## src/sv/mc3e_request_frame_parser_macros.svh

```systemverilog
// Assertion macros shared by the frame parser RTL.
// Each macro expects clk_i and rst_ni to be visible in the using module.
`ifndef MC3E_REQUEST_FRAME_PARSER_MACROS_SVH
`define MC3E_REQUEST_FRAME_PARSER_MACROS_SVH

// Property that must hold at every clock edge out of reset.
`define MC3E_ASSERT(lbl, prop, msg) \
  lbl: assert property (@(posedge clk_i) disable iff (!rst_ni) (prop)) else $error(msg);

// Implication checked in the following cycle.
`define MC3E_ASSERT_NEXT(lbl, ante, cons, msg) \
  lbl: assert property (@(posedge clk_i) disable iff (!rst_ni) (ante) |=> (cons)) \
    else $error(msg);

`endif

```

## src/sv/mc3e_pkg.sv

```systemverilog
// Types, constants and helpers for the 3E request frame parser.
// No dependencies; used by every module of the block.
`default_nettype none

package mc3e_pkg;

  typedef enum logic [1:0] {
    KIND_DATA   = 2'd0,
    KIND_ACCEPT = 2'd1,
    KIND_REJECT = 2'd2
  } kind_e;

  // Frame byte positions
  localparam logic [15:0] PosLenLo   = 16'd7;
  localparam logic [15:0] PosLenHi   = 16'd8;
  localparam logic [15:0] PosCmdLo   = 16'd11;
  localparam logic [15:0] PosCmdHi   = 16'd14;
  localparam logic [15:0] PosAddr0   = 16'd15;
  localparam logic [15:0] PosAddr1   = 16'd16;
  localparam logic [15:0] PosAddr2   = 16'd17;
  localparam logic [15:0] PosCntLo   = 16'd19;
  localparam logic [15:0] PosCntHi   = 16'd20;
  localparam logic [15:0] MinFrame   = 16'd21;
  localparam logic [15:0] LenFieldEnd = 16'd9;
  localparam logic [15:0] HdrLen     = 16'd7;
  localparam logic [15:0] PosSat     = 16'hFFFF;

  localparam logic [31:0] CmdWrite = 32'h0114_0000;
  localparam logic [31:0] CmdRead  = 32'h0104_0000;

  localparam int unsigned QueueDepth = 2;

  // One queue entry carries everything a single byte can produce:
  // an optional data word followed by an optional frame summary.
  typedef struct packed {
    logic        has_data;
    logic        has_sum;
    logic        ok;
    logic        is_write;
    logic [23:0] reg_address;
    logic [15:0] reg_count;
    logic [15:0] data_word;
    logic [15:0] word_index;
    logic [15:0] words_received;
  } entry_t;

  function automatic logic [7:0] hdr_byte(input logic [2:0] idx);
    logic [7:0] val;
    case (idx)
      3'd0:    val = 8'h50;
      3'd3:    val = 8'hFF;
      3'd4:    val = 8'hFF;
      3'd5:    val = 8'h03;
      default: val = 8'h00;
    endcase
    return val;
  endfunction

endpackage

`default_nettype wire

```

## src/sv/mc3e_parse.sv

```systemverilog
// Per-byte frame decode: header/length/command checks and field capture.
// Depends on mc3e_pkg; feeds one entry per producing byte to mc3e_queue.
`default_nettype none

module mc3e_parse import mc3e_pkg::*; (
  input  wire logic       clk_i,
  input  wire logic       rst_ni,
  input  wire logic       accept_i,
  input  wire logic [7:0] rx_byte_i,
  input  wire logic       frame_end_i,
  output logic            push_o,
  output entry_t          entry_o
);

  logic [15:0] pos_q, pos_d;
  logic        mism_q, mism_d;
  logic [15:0] len_q, len_d;
  logic [31:0] cmd_q, cmd_d;
  logic [23:0] addr_q, addr_d;
  logic [15:0] wc_q, wc_d;
  logic [7:0]  low_q, low_d;
  logic [15:0] dws_q, dws_d;
  logic        emit;
  logic        ok;

  always_comb begin
    pos_d  = pos_q;
    mism_d = mism_q;
    len_d  = len_q;
    cmd_d  = cmd_q;
    addr_d = addr_q;
    wc_d   = wc_q;
    low_d  = low_q;
    dws_d  = dws_q;
    emit   = 1'b0;

    if (pos_q < HdrLen) begin
      if (rx_byte_i != hdr_byte(pos_q[2:0])) mism_d = 1'b1;
    end else if (pos_q == PosLenLo) begin
      len_d = {8'h00, rx_byte_i};
    end else if (pos_q == PosLenHi) begin
      len_d = len_q | {rx_byte_i, 8'h00};
    end else if (pos_q >= PosCmdLo && pos_q <= PosCmdHi) begin
      cmd_d = {cmd_q[23:0], rx_byte_i};
    end else if (pos_q == PosAddr0) begin
      addr_d = addr_q | {16'h0000, rx_byte_i};
    end else if (pos_q == PosAddr1) begin
      addr_d = addr_q | {8'h00, rx_byte_i, 8'h00};
    end else if (pos_q == PosAddr2) begin
      addr_d = addr_q | {rx_byte_i, 16'h0000};
    end else if (pos_q == PosCntLo) begin
      wc_d = {8'h00, rx_byte_i};
    end else if (pos_q == PosCntHi) begin
      wc_d = wc_q | {rx_byte_i, 8'h00};
    end else if (pos_q >= MinFrame && pos_q != PosSat) begin
      // data starts at an odd position: odd = low byte, even = high byte
      if (pos_q[0]) begin
        low_d = rx_byte_i;
      end else if (!mism_q && cmd_q == CmdWrite && dws_q < wc_q) begin
        emit  = 1'b1;
        dws_d = dws_q + 16'd1;
      end
    end

    if (pos_q != PosSat) pos_d = pos_q + 16'd1;
  end

  // Length field counts the bytes after itself: pos + 1 - 9.
  always_comb begin
    ok = (pos_q != PosSat) && (pos_q >= (MinFrame - 16'd1)) && !mism_d &&
         (len_d == pos_q + 16'd1 - LenFieldEnd) &&
         (cmd_d == CmdWrite || cmd_d == CmdRead);
  end

  always_comb begin
    entry_o.has_data       = emit;
    entry_o.has_sum        = frame_end_i;
    entry_o.ok             = ok;
    entry_o.is_write       = (cmd_d == CmdWrite);
    entry_o.reg_address    = addr_d;
    entry_o.reg_count      = wc_d;
    entry_o.data_word      = {rx_byte_i, low_q};
    entry_o.word_index     = dws_q;
    entry_o.words_received = dws_d;
  end

  assign push_o = accept_i && (emit || frame_end_i);

  always_ff @(posedge clk_i or negedge rst_ni) begin
    if (!rst_ni) begin
      pos_q  <= '0;
      mism_q <= 1'b0;
      len_q  <= '0;
      cmd_q  <= '0;
      addr_q <= '0;
      wc_q   <= '0;
      low_q  <= '0;
      dws_q  <= '0;
    end else if (accept_i && frame_end_i) begin
      pos_q  <= '0;
      mism_q <= 1'b0;
      len_q  <= '0;
      cmd_q  <= '0;
      addr_q <= '0;
      wc_q   <= '0;
      low_q  <= '0;
      dws_q  <= '0;
    end else if (accept_i) begin
      pos_q  <= pos_d;
      mism_q <= mism_d;
      len_q  <= len_d;
      cmd_q  <= cmd_d;
      addr_q <= addr_d;
      wc_q   <= wc_d;
      low_q  <= low_d;
      dws_q  <= dws_d;
    end
  end

endmodule

`default_nettype wire

```

## src/sv/mc3e_queue.sv

```systemverilog
// Result queue: holds decoded entries and splits each into data/summary words.
// Depends on mc3e_pkg and the assertion macro header.
`default_nettype none

`include "mc3e_request_frame_parser_macros.svh"

module mc3e_queue import mc3e_pkg::*; #(
  parameter int unsigned DEPTH = QueueDepth
) (
  input  wire logic        clk_i,
  input  wire logic        rst_ni,
  input  wire logic        push_i,
  input  wire entry_t      entry_i,
  output logic             not_full_o,
  output logic             out_valid_o,
  input  wire logic        out_ready_i,
  output logic [1:0]       result_kind_o,
  output logic             is_write_o,
  output logic [23:0]      reg_address_o,
  output logic [15:0]      reg_count_o,
  output logic [15:0]      data_word_o,
  output logic [15:0]      word_index_o,
  output logic [15:0]      words_received_o,
  output logic             last_o
);

  localparam int unsigned PtrW = (DEPTH > 1) ? $clog2(DEPTH) : 1;
  localparam int unsigned CntW = $clog2(DEPTH + 1);

  entry_t            mem_q [DEPTH];
  logic [PtrW-1:0]   wr_ptr_q, rd_ptr_q;
  logic [CntW-1:0]   count_q;
  logic              part_q;   // data word of head already delivered
  entry_t            head;
  logic              show_data;
  logic              out_fire;
  logic              pop;
  kind_e             kind;

  assign head        = mem_q[rd_ptr_q];
  assign not_full_o  = (count_q < CntW'(DEPTH));
  assign out_valid_o = (count_q != '0);
  assign show_data   = head.has_data && !part_q;
  assign out_fire    = out_valid_o && out_ready_i;
  assign pop         = out_fire && (!show_data || !head.has_sum);

  always_comb begin
    if (show_data)    kind = KIND_DATA;
    else if (head.ok) kind = KIND_ACCEPT;
    else              kind = KIND_REJECT;
  end

  assign result_kind_o    = kind;
  assign is_write_o       = head.is_write;
  assign reg_address_o    = head.reg_address;
  assign reg_count_o      = head.reg_count;
  assign data_word_o      = show_data ? head.data_word : 16'h0000;
  assign word_index_o     = show_data ? head.word_index : 16'h0000;
  assign words_received_o = show_data ? 16'h0000 : head.words_received;
  assign last_o           = show_data ? !head.has_sum : 1'b1;

  always_ff @(posedge clk_i) begin
    if (push_i) mem_q[wr_ptr_q] <= entry_i;
  end

  always_ff @(posedge clk_i or negedge rst_ni) begin
    if (!rst_ni) begin
      wr_ptr_q <= '0;
      rd_ptr_q <= '0;
      count_q  <= '0;
      part_q   <= 1'b0;
    end else begin
      if (push_i) begin
        wr_ptr_q <= (wr_ptr_q == PtrW'(DEPTH - 1)) ? '0 : wr_ptr_q + 1'b1;
      end
      if (pop) begin
        rd_ptr_q <= (rd_ptr_q == PtrW'(DEPTH - 1)) ? '0 : rd_ptr_q + 1'b1;
        part_q   <= 1'b0;
      end else if (out_fire) begin
        part_q   <= 1'b1;
      end
      if (push_i && !pop)      count_q <= count_q + 1'b1;
      else if (pop && !push_i) count_q <= count_q - 1'b1;
    end
  end

  `MC3E_ASSERT(a_count_bound, count_q <= CntW'(DEPTH), "queue count over depth")
  `MC3E_ASSERT(a_no_push_full, !push_i || not_full_o, "push into full queue")
  `MC3E_ASSERT(a_part_valid, !part_q || (out_valid_o && head.has_data && head.has_sum),
               "split flag set without a two-word head")
  `MC3E_ASSERT_NEXT(a_drain_empty, pop && !push_i && count_q == CntW'(1), !out_valid_o,
                    "queue not empty after last pop")

endmodule

`default_nettype wire

```

## src/sv/mc3e_request_frame_parser.sv

```systemverilog
// Binary 3E-style request frame parser, one frame byte per word. Each byte is
// decoded in the cycle it is accepted; a byte completing a write data word
// yields a data word, and the frame's last byte yields an accept/reject
// summary (after the data word if both fall on that byte, only the summary
// has last set). Input throughput is one byte per cycle while the queue has
// room; the result queue of QUEUE_DEPTH entries decouples the sides, and
// in_ready_o drops only when the queue is full. A byte producing two words is
// delivered as two transfers; all results pass through the queue registers.
`default_nettype none

module mc3e_request_frame_parser import mc3e_pkg::*; #(
  parameter int unsigned QUEUE_DEPTH = QueueDepth
) (
  input  wire logic               clk_i,
  input  wire logic               rst_ni,
  input  wire logic               in_valid_i,
  output logic                    in_ready_o,
  input  wire logic [7:0]         rx_byte_i,
  input  wire logic               frame_end_i,
  output logic                    out_valid_o,
  input  wire logic               out_ready_i,
  output logic [1:0]              result_kind_o,
  output logic                    is_write_o,
  output logic [23:0]             reg_address_o,
  output logic [15:0]             reg_count_o,
  output logic signed [15:0]      data_word_o,
  output logic [15:0]             word_index_o,
  output logic [15:0]             words_received_o,
  output logic                    last_o
);

  logic       accept;
  logic       push;
  entry_t     entry;
  logic [15:0] data_word_raw;

  assign accept = in_valid_i && in_ready_o;

  mc3e_parse u_parse (
    .clk_i       (clk_i),
    .rst_ni      (rst_ni),
    .accept_i    (accept),
    .rx_byte_i   (rx_byte_i),
    .frame_end_i (frame_end_i),
    .push_o      (push),
    .entry_o     (entry)
  );

  mc3e_queue #(
    .DEPTH (QUEUE_DEPTH)
  ) u_queue (
    .clk_i            (clk_i),
    .rst_ni           (rst_ni),
    .push_i           (push),
    .entry_i          (entry),
    .not_full_o       (in_ready_o),
    .out_valid_o      (out_valid_o),
    .out_ready_i      (out_ready_i),
    .result_kind_o    (result_kind_o),
    .is_write_o       (is_write_o),
    .reg_address_o    (reg_address_o),
    .reg_count_o      (reg_count_o),
    .data_word_o      (data_word_raw),
    .word_index_o     (word_index_o),
    .words_received_o (words_received_o),
    .last_o           (last_o)
  );

  assign data_word_o = $signed(data_word_raw);

endmodule

`default_nettype wire
```

## config.mk

```make
export PLATFORM = sky130hd
export DESIGN_NAME = mc3e_request_frame_parser
export DESIGN_NICKNAME = d
export VERILOG_FILES = /design/src/sv/mc3e_pkg.sv /design/src/sv/mc3e_parse.sv /design/src/sv/mc3e_queue.sv /design/src/sv/mc3e_request_frame_parser.sv
export VERILOG_INCLUDE_DIRS = /design/src /design/src/sv
export SDC_FILE = /design/constraint.sdc
export NUM_CORES = 1
export LEC_CHECK = 0
export BUFFER_PORTS_ARGS = -buffer_cell sky130_fd_sc_hd__buf_2
export CAP_MARGIN = 20
export CORE_AREA = 2 2 187 189
export DETAILED_ROUTE_END_ITERATION = 7
export DIE_AREA = 0 0 189 191
export PLACE_DENSITY = 0.74
export REMOVE_ABC_BUFFERS = 1
export SETUP_SLACK_MARGIN = 0.1
export SYNTH_ARGS = -nofsm -noshare
export SYNTH_HDL_FRONTEND = slang
export SYNTH_SLANG_ARGS = --single-unit
```

## constraint.sdc

```tcl
create_clock -name clk_i -period 10.72 [get_ports clk_i]
set_clock_uncertainty 0.05 [all_clocks]
set_input_delay 1.608 -clock clk_i [delete_from_list [all_inputs] [get_ports clk_i]]
set_output_delay 1.608 -clock clk_i [all_outputs]
set_load 0.02 [all_outputs]
```

==> results by group <==
Critical path
  – CP arrival: 5210 ps
  – Worst R2R Path Depth: 10
  – Reg2reg end: u_queue.mem_q[0][79]$_DFFE_PP_
  – Worst setup path class: register to register
  – Most used cell, CP: nand3_1
  – Worst r2r src: u_parse.pos_q[0]$_DFFE_PN0P_
  – Slowest CP cell: nor2_4
  – WP buf/inv: 1
  – CP max FO: 36
  – CP startpoint kind: register
  – R2R setup slack: 5650 ps
  – CP Capture Type: register
  – CP cell instances: ha_1 > nand3_1 > nor3_2 > nand3_1 > nor2b_1 > nand4b_4 > a21oi_1 > o21ai_2 > nor2_4 > buf_4
  – CP delay by family, top: simple AND/OR/NAND/NOR gates
  – Largest stage delay, worst path: 690 ps
  – CP required: 10,870 ps

Placed design
  – Detailed Place HPWL: 23,500 um
  – I/O Buffers: 106
  – Dpl cells: 1,794
  – Gpl congestion: 0.894

Clock tree
  – Clock root cell: clkbuf_16
  – Clock Sink Count: 318
  – Clock transition at path regs: 70 ps
  – Num CTS Buffers: 30
  – H-tree depth: 1
  – CTS Buffer Depth: 3
  – Worst skew pair latency: 560 ps
  – Post-CTS setup buffers: 0
  – Post-CTS Hold Fix Bufs: 0
  – TritonCTS clock tree: built
  – Number of gates resized after cts: 0

Final layout
  – Multi-input gate area: 5750 um2
  – Layout cells sized above 1: 18.6%
  – Final Instance Count excl. Fillers: 1,852
  – Fillers: 2,935
  – FF/Latch Area: 8880 um2
  – Area delta synth->final: 12.5%
  – Fin nets: 1,405

Timing
  – Final count of hold timing violations: 0
  – Final Cycle Share: 47.3%
  – Tmin final: 5070 ps
  – Final setup TNS: 0 ps
  – Slew @ Worst Pin: 1070 ps
  – RSZ-0062 raised after global routing: false
  – Max-slew violation count: 0
  – Final setup fails: 0
  – Relative slew margins: 28.3%
  – Max frequency: 0.197 GHz
  – Hold_ws: 432 ps

Synthesis
  – Post-Syn Instances: 1,298
  – Number of flops mapped to enable cells by yosys: 184
  – Top FF cell, synth: edfxtp_1
  – Synth top area cells: edfxtp_1 (36%), dfrtp_1 (22%), mux2i_1 (4.5%)
  – Top-area cell type share of the netlist area: 36.4%
  – Avg Cell Area, Syn: 11.7 um2
  – Synth Register Bits: 318
  – Seq/Total Area, Yosys: 58.5%
  – Ys Warns: 0
  – Top cells by instance count after synthesis: edfxtp_1 (184), nor2_1 (156), dfrtp_1 (134)
  – Asr flop ratio synth: 42.1%
  – Post-synth top area cell: edfxtp_1
  – Count leader, synth: edfxtp_1
  – Post-Syn Area: 15,200 um2
  – Yosys cell types: 84

Routing
  – ANT nets after route: 0
  – Final wirelength: 36,500 um
  – Via Count: 10,703
  – Avg Vias per Cell: 5.78
  – WL per Instance: 19.7 um
  – Drt first pass iters: 5
  – Initial drt markers: 1,012
  – Drt drc: 0

Global routing
  – Largest net degree at the start of global routing: 63
  – Vias in the first global route: 10,354
  – Antenna violations before repair: 0
  – Grt ovf: 0
  – First-pass GRT wire length: 56,900 um
  – Gr usage total: 19.9%

Floorplanning
  – Initial Util: 44.5%
  – I/O pin count: 107
  – Area of the core: 34,100 um2
  – Die Area: 36,100 um2
  – Chip height: 191 um
  – Die span in x: 189 um
  – FP Rows: 68

Hold path
  – Beginning of the worst hold path: u_parse.low_q[6]$_DFFE_PN0P_
  – Min-Delay Path Class: register to register
  – Hold depth: 0
  – Worst Hold End: u_queue.mem_q[1][38]$_DFFE_PP_

Power
  – LEAKAGE: 7.28 nW
  – Peak VDD IR: 0.133 mV
  – P per Cell Area: 214 nW/um2

Run
  – # Max-Cap Violations: 0

Outcome
  – Status: finished clean
state kept, by name, summed over array words and instances, names as in the netlist:
| register | cells |
|---|---|
| u_queue.mem_q | 184 |
| u_parse.mism_q | 1 |
| u_parse.pos_q | 16 |
| u_queue.rd_ptr_q | 1 |
| u_queue.count_q | 2 |
| u_parse.low_q | 8 |
| u_queue.wr_ptr_q | 1 |
| u_queue.part_q | 1 |
| u_parse.cmd_q | 32 |
| u_parse.addr_q | 24 |
| u_parse.wc_q | 16 |
| u_parse.len_q | 16 |
| u_parse.dws_q | 16 |
stage by stage:
stage | setup WS [ps] | utilization (%) | power, mW | cell area [um2]
after detailed placement | 5710 | 47.2 | 2.64 | 16100
after global routing | 5270 | 50.1 | 3.82 | 17100
after global placement | 5910 | 47.1 | 2.62 | 16100
final | 5650 | 50.1 | 3.66 | 17100
after floorplan | 3130 | - | 2.30 | 14800
after CTS | 5690 | 50.0 | 3.68 | 17100
metal layers:
layer  up-vias  track usage [%]  share of wire [%]
li1       4889                -                  -
met1      5344             25.9                 41
met2       380             33.6                 49
met3        90             2.90                6.0
met4         0             7.75                3.7
met5         -                0                  0
cell type report:
| type | instances | area share, % |
|---|---|---|
| Multi-Input combinational cell | 843 | 33.7 |
| Timing Repair Buffer | 129 | 4.20 |
| Clock inverter | 18 | 0.952 |
| Sequential cell | 318 | 52.0 |
| Antenna cell | 1 | 0.0146 |
| Tap cell | 455 | 3.33 |
| Clock buffer | 38 | 4.75 |
| Inverter | 50 | 1.10 |
cell usage in the layout, fill, tap and decap left out, types with 37 or more instances in the layout:
cell type  synthesis  layout
edfxtp_1         184     184
mux2i_1           69      69
a22o_1            37      37
inv_1             50      50
mux2_2            43      43
buf_2             15     106
nor2_1           156     153
dfrtp_1          134     133
o21ai_0           53      53
nand2_1           68      68
a21oi_1           79      79
worst max-delay path by stage:
stage / cells after the start / slack, ps / start / endpoint
final: 10 / 5650 / u_parse.pos_q[0]$_DFFE_PN0P_ / u_queue.mem_q[0][79]$_DFFE_PP_
after global routing: 10 / 5270 / u_parse.pos_q[0]$_DFFE_PN0P_ / u_queue.mem_q[0][51]$_DFFE_PP_
after CTS: 10 / 5690 / u_parse.pos_q[0]$_DFFE_PN0P_ / u_queue.mem_q[0][89]$_DFFE_PP_
after detailed placement: 10 / 5710 / u_parse.pos_q[0]$_DFFE_PN0P_ / u_queue.mem_q[0][64]$_DFFE_PP_
after global placement: 10 / 5910 / u_parse.pos_q[0]$_DFFE_PN0P_ / u_queue.mem_q[1][64]$_DFFE_PP_
after floorplan: 3 / 3130 / in_valid_i / u_queue.mem_q[0][0]$_DFFE_PP_
logic make-up after synthesis:
group,Yosys count,share of synthesized area (%)
fa+ha+maj,20,1.65
flops,318,58.5
simple gates,388,13.1
mux,112,7.74
xor+xnor,47,2.76
compound gates,276,12.4
buf+inv,137,3.93
power by group:
group | leakage, nW | total (mW) | internal, mW | switching [mW]
Clock | 0.472 | 1.04 | 0.586 | 0.457
Sequential | 3.50 | 1.54 | 1.43 | 0.110
Combinational | 3.31 | 1.08 | 0.396 | 0.683
Note: power is estimated with default switching activity, not from simulation.
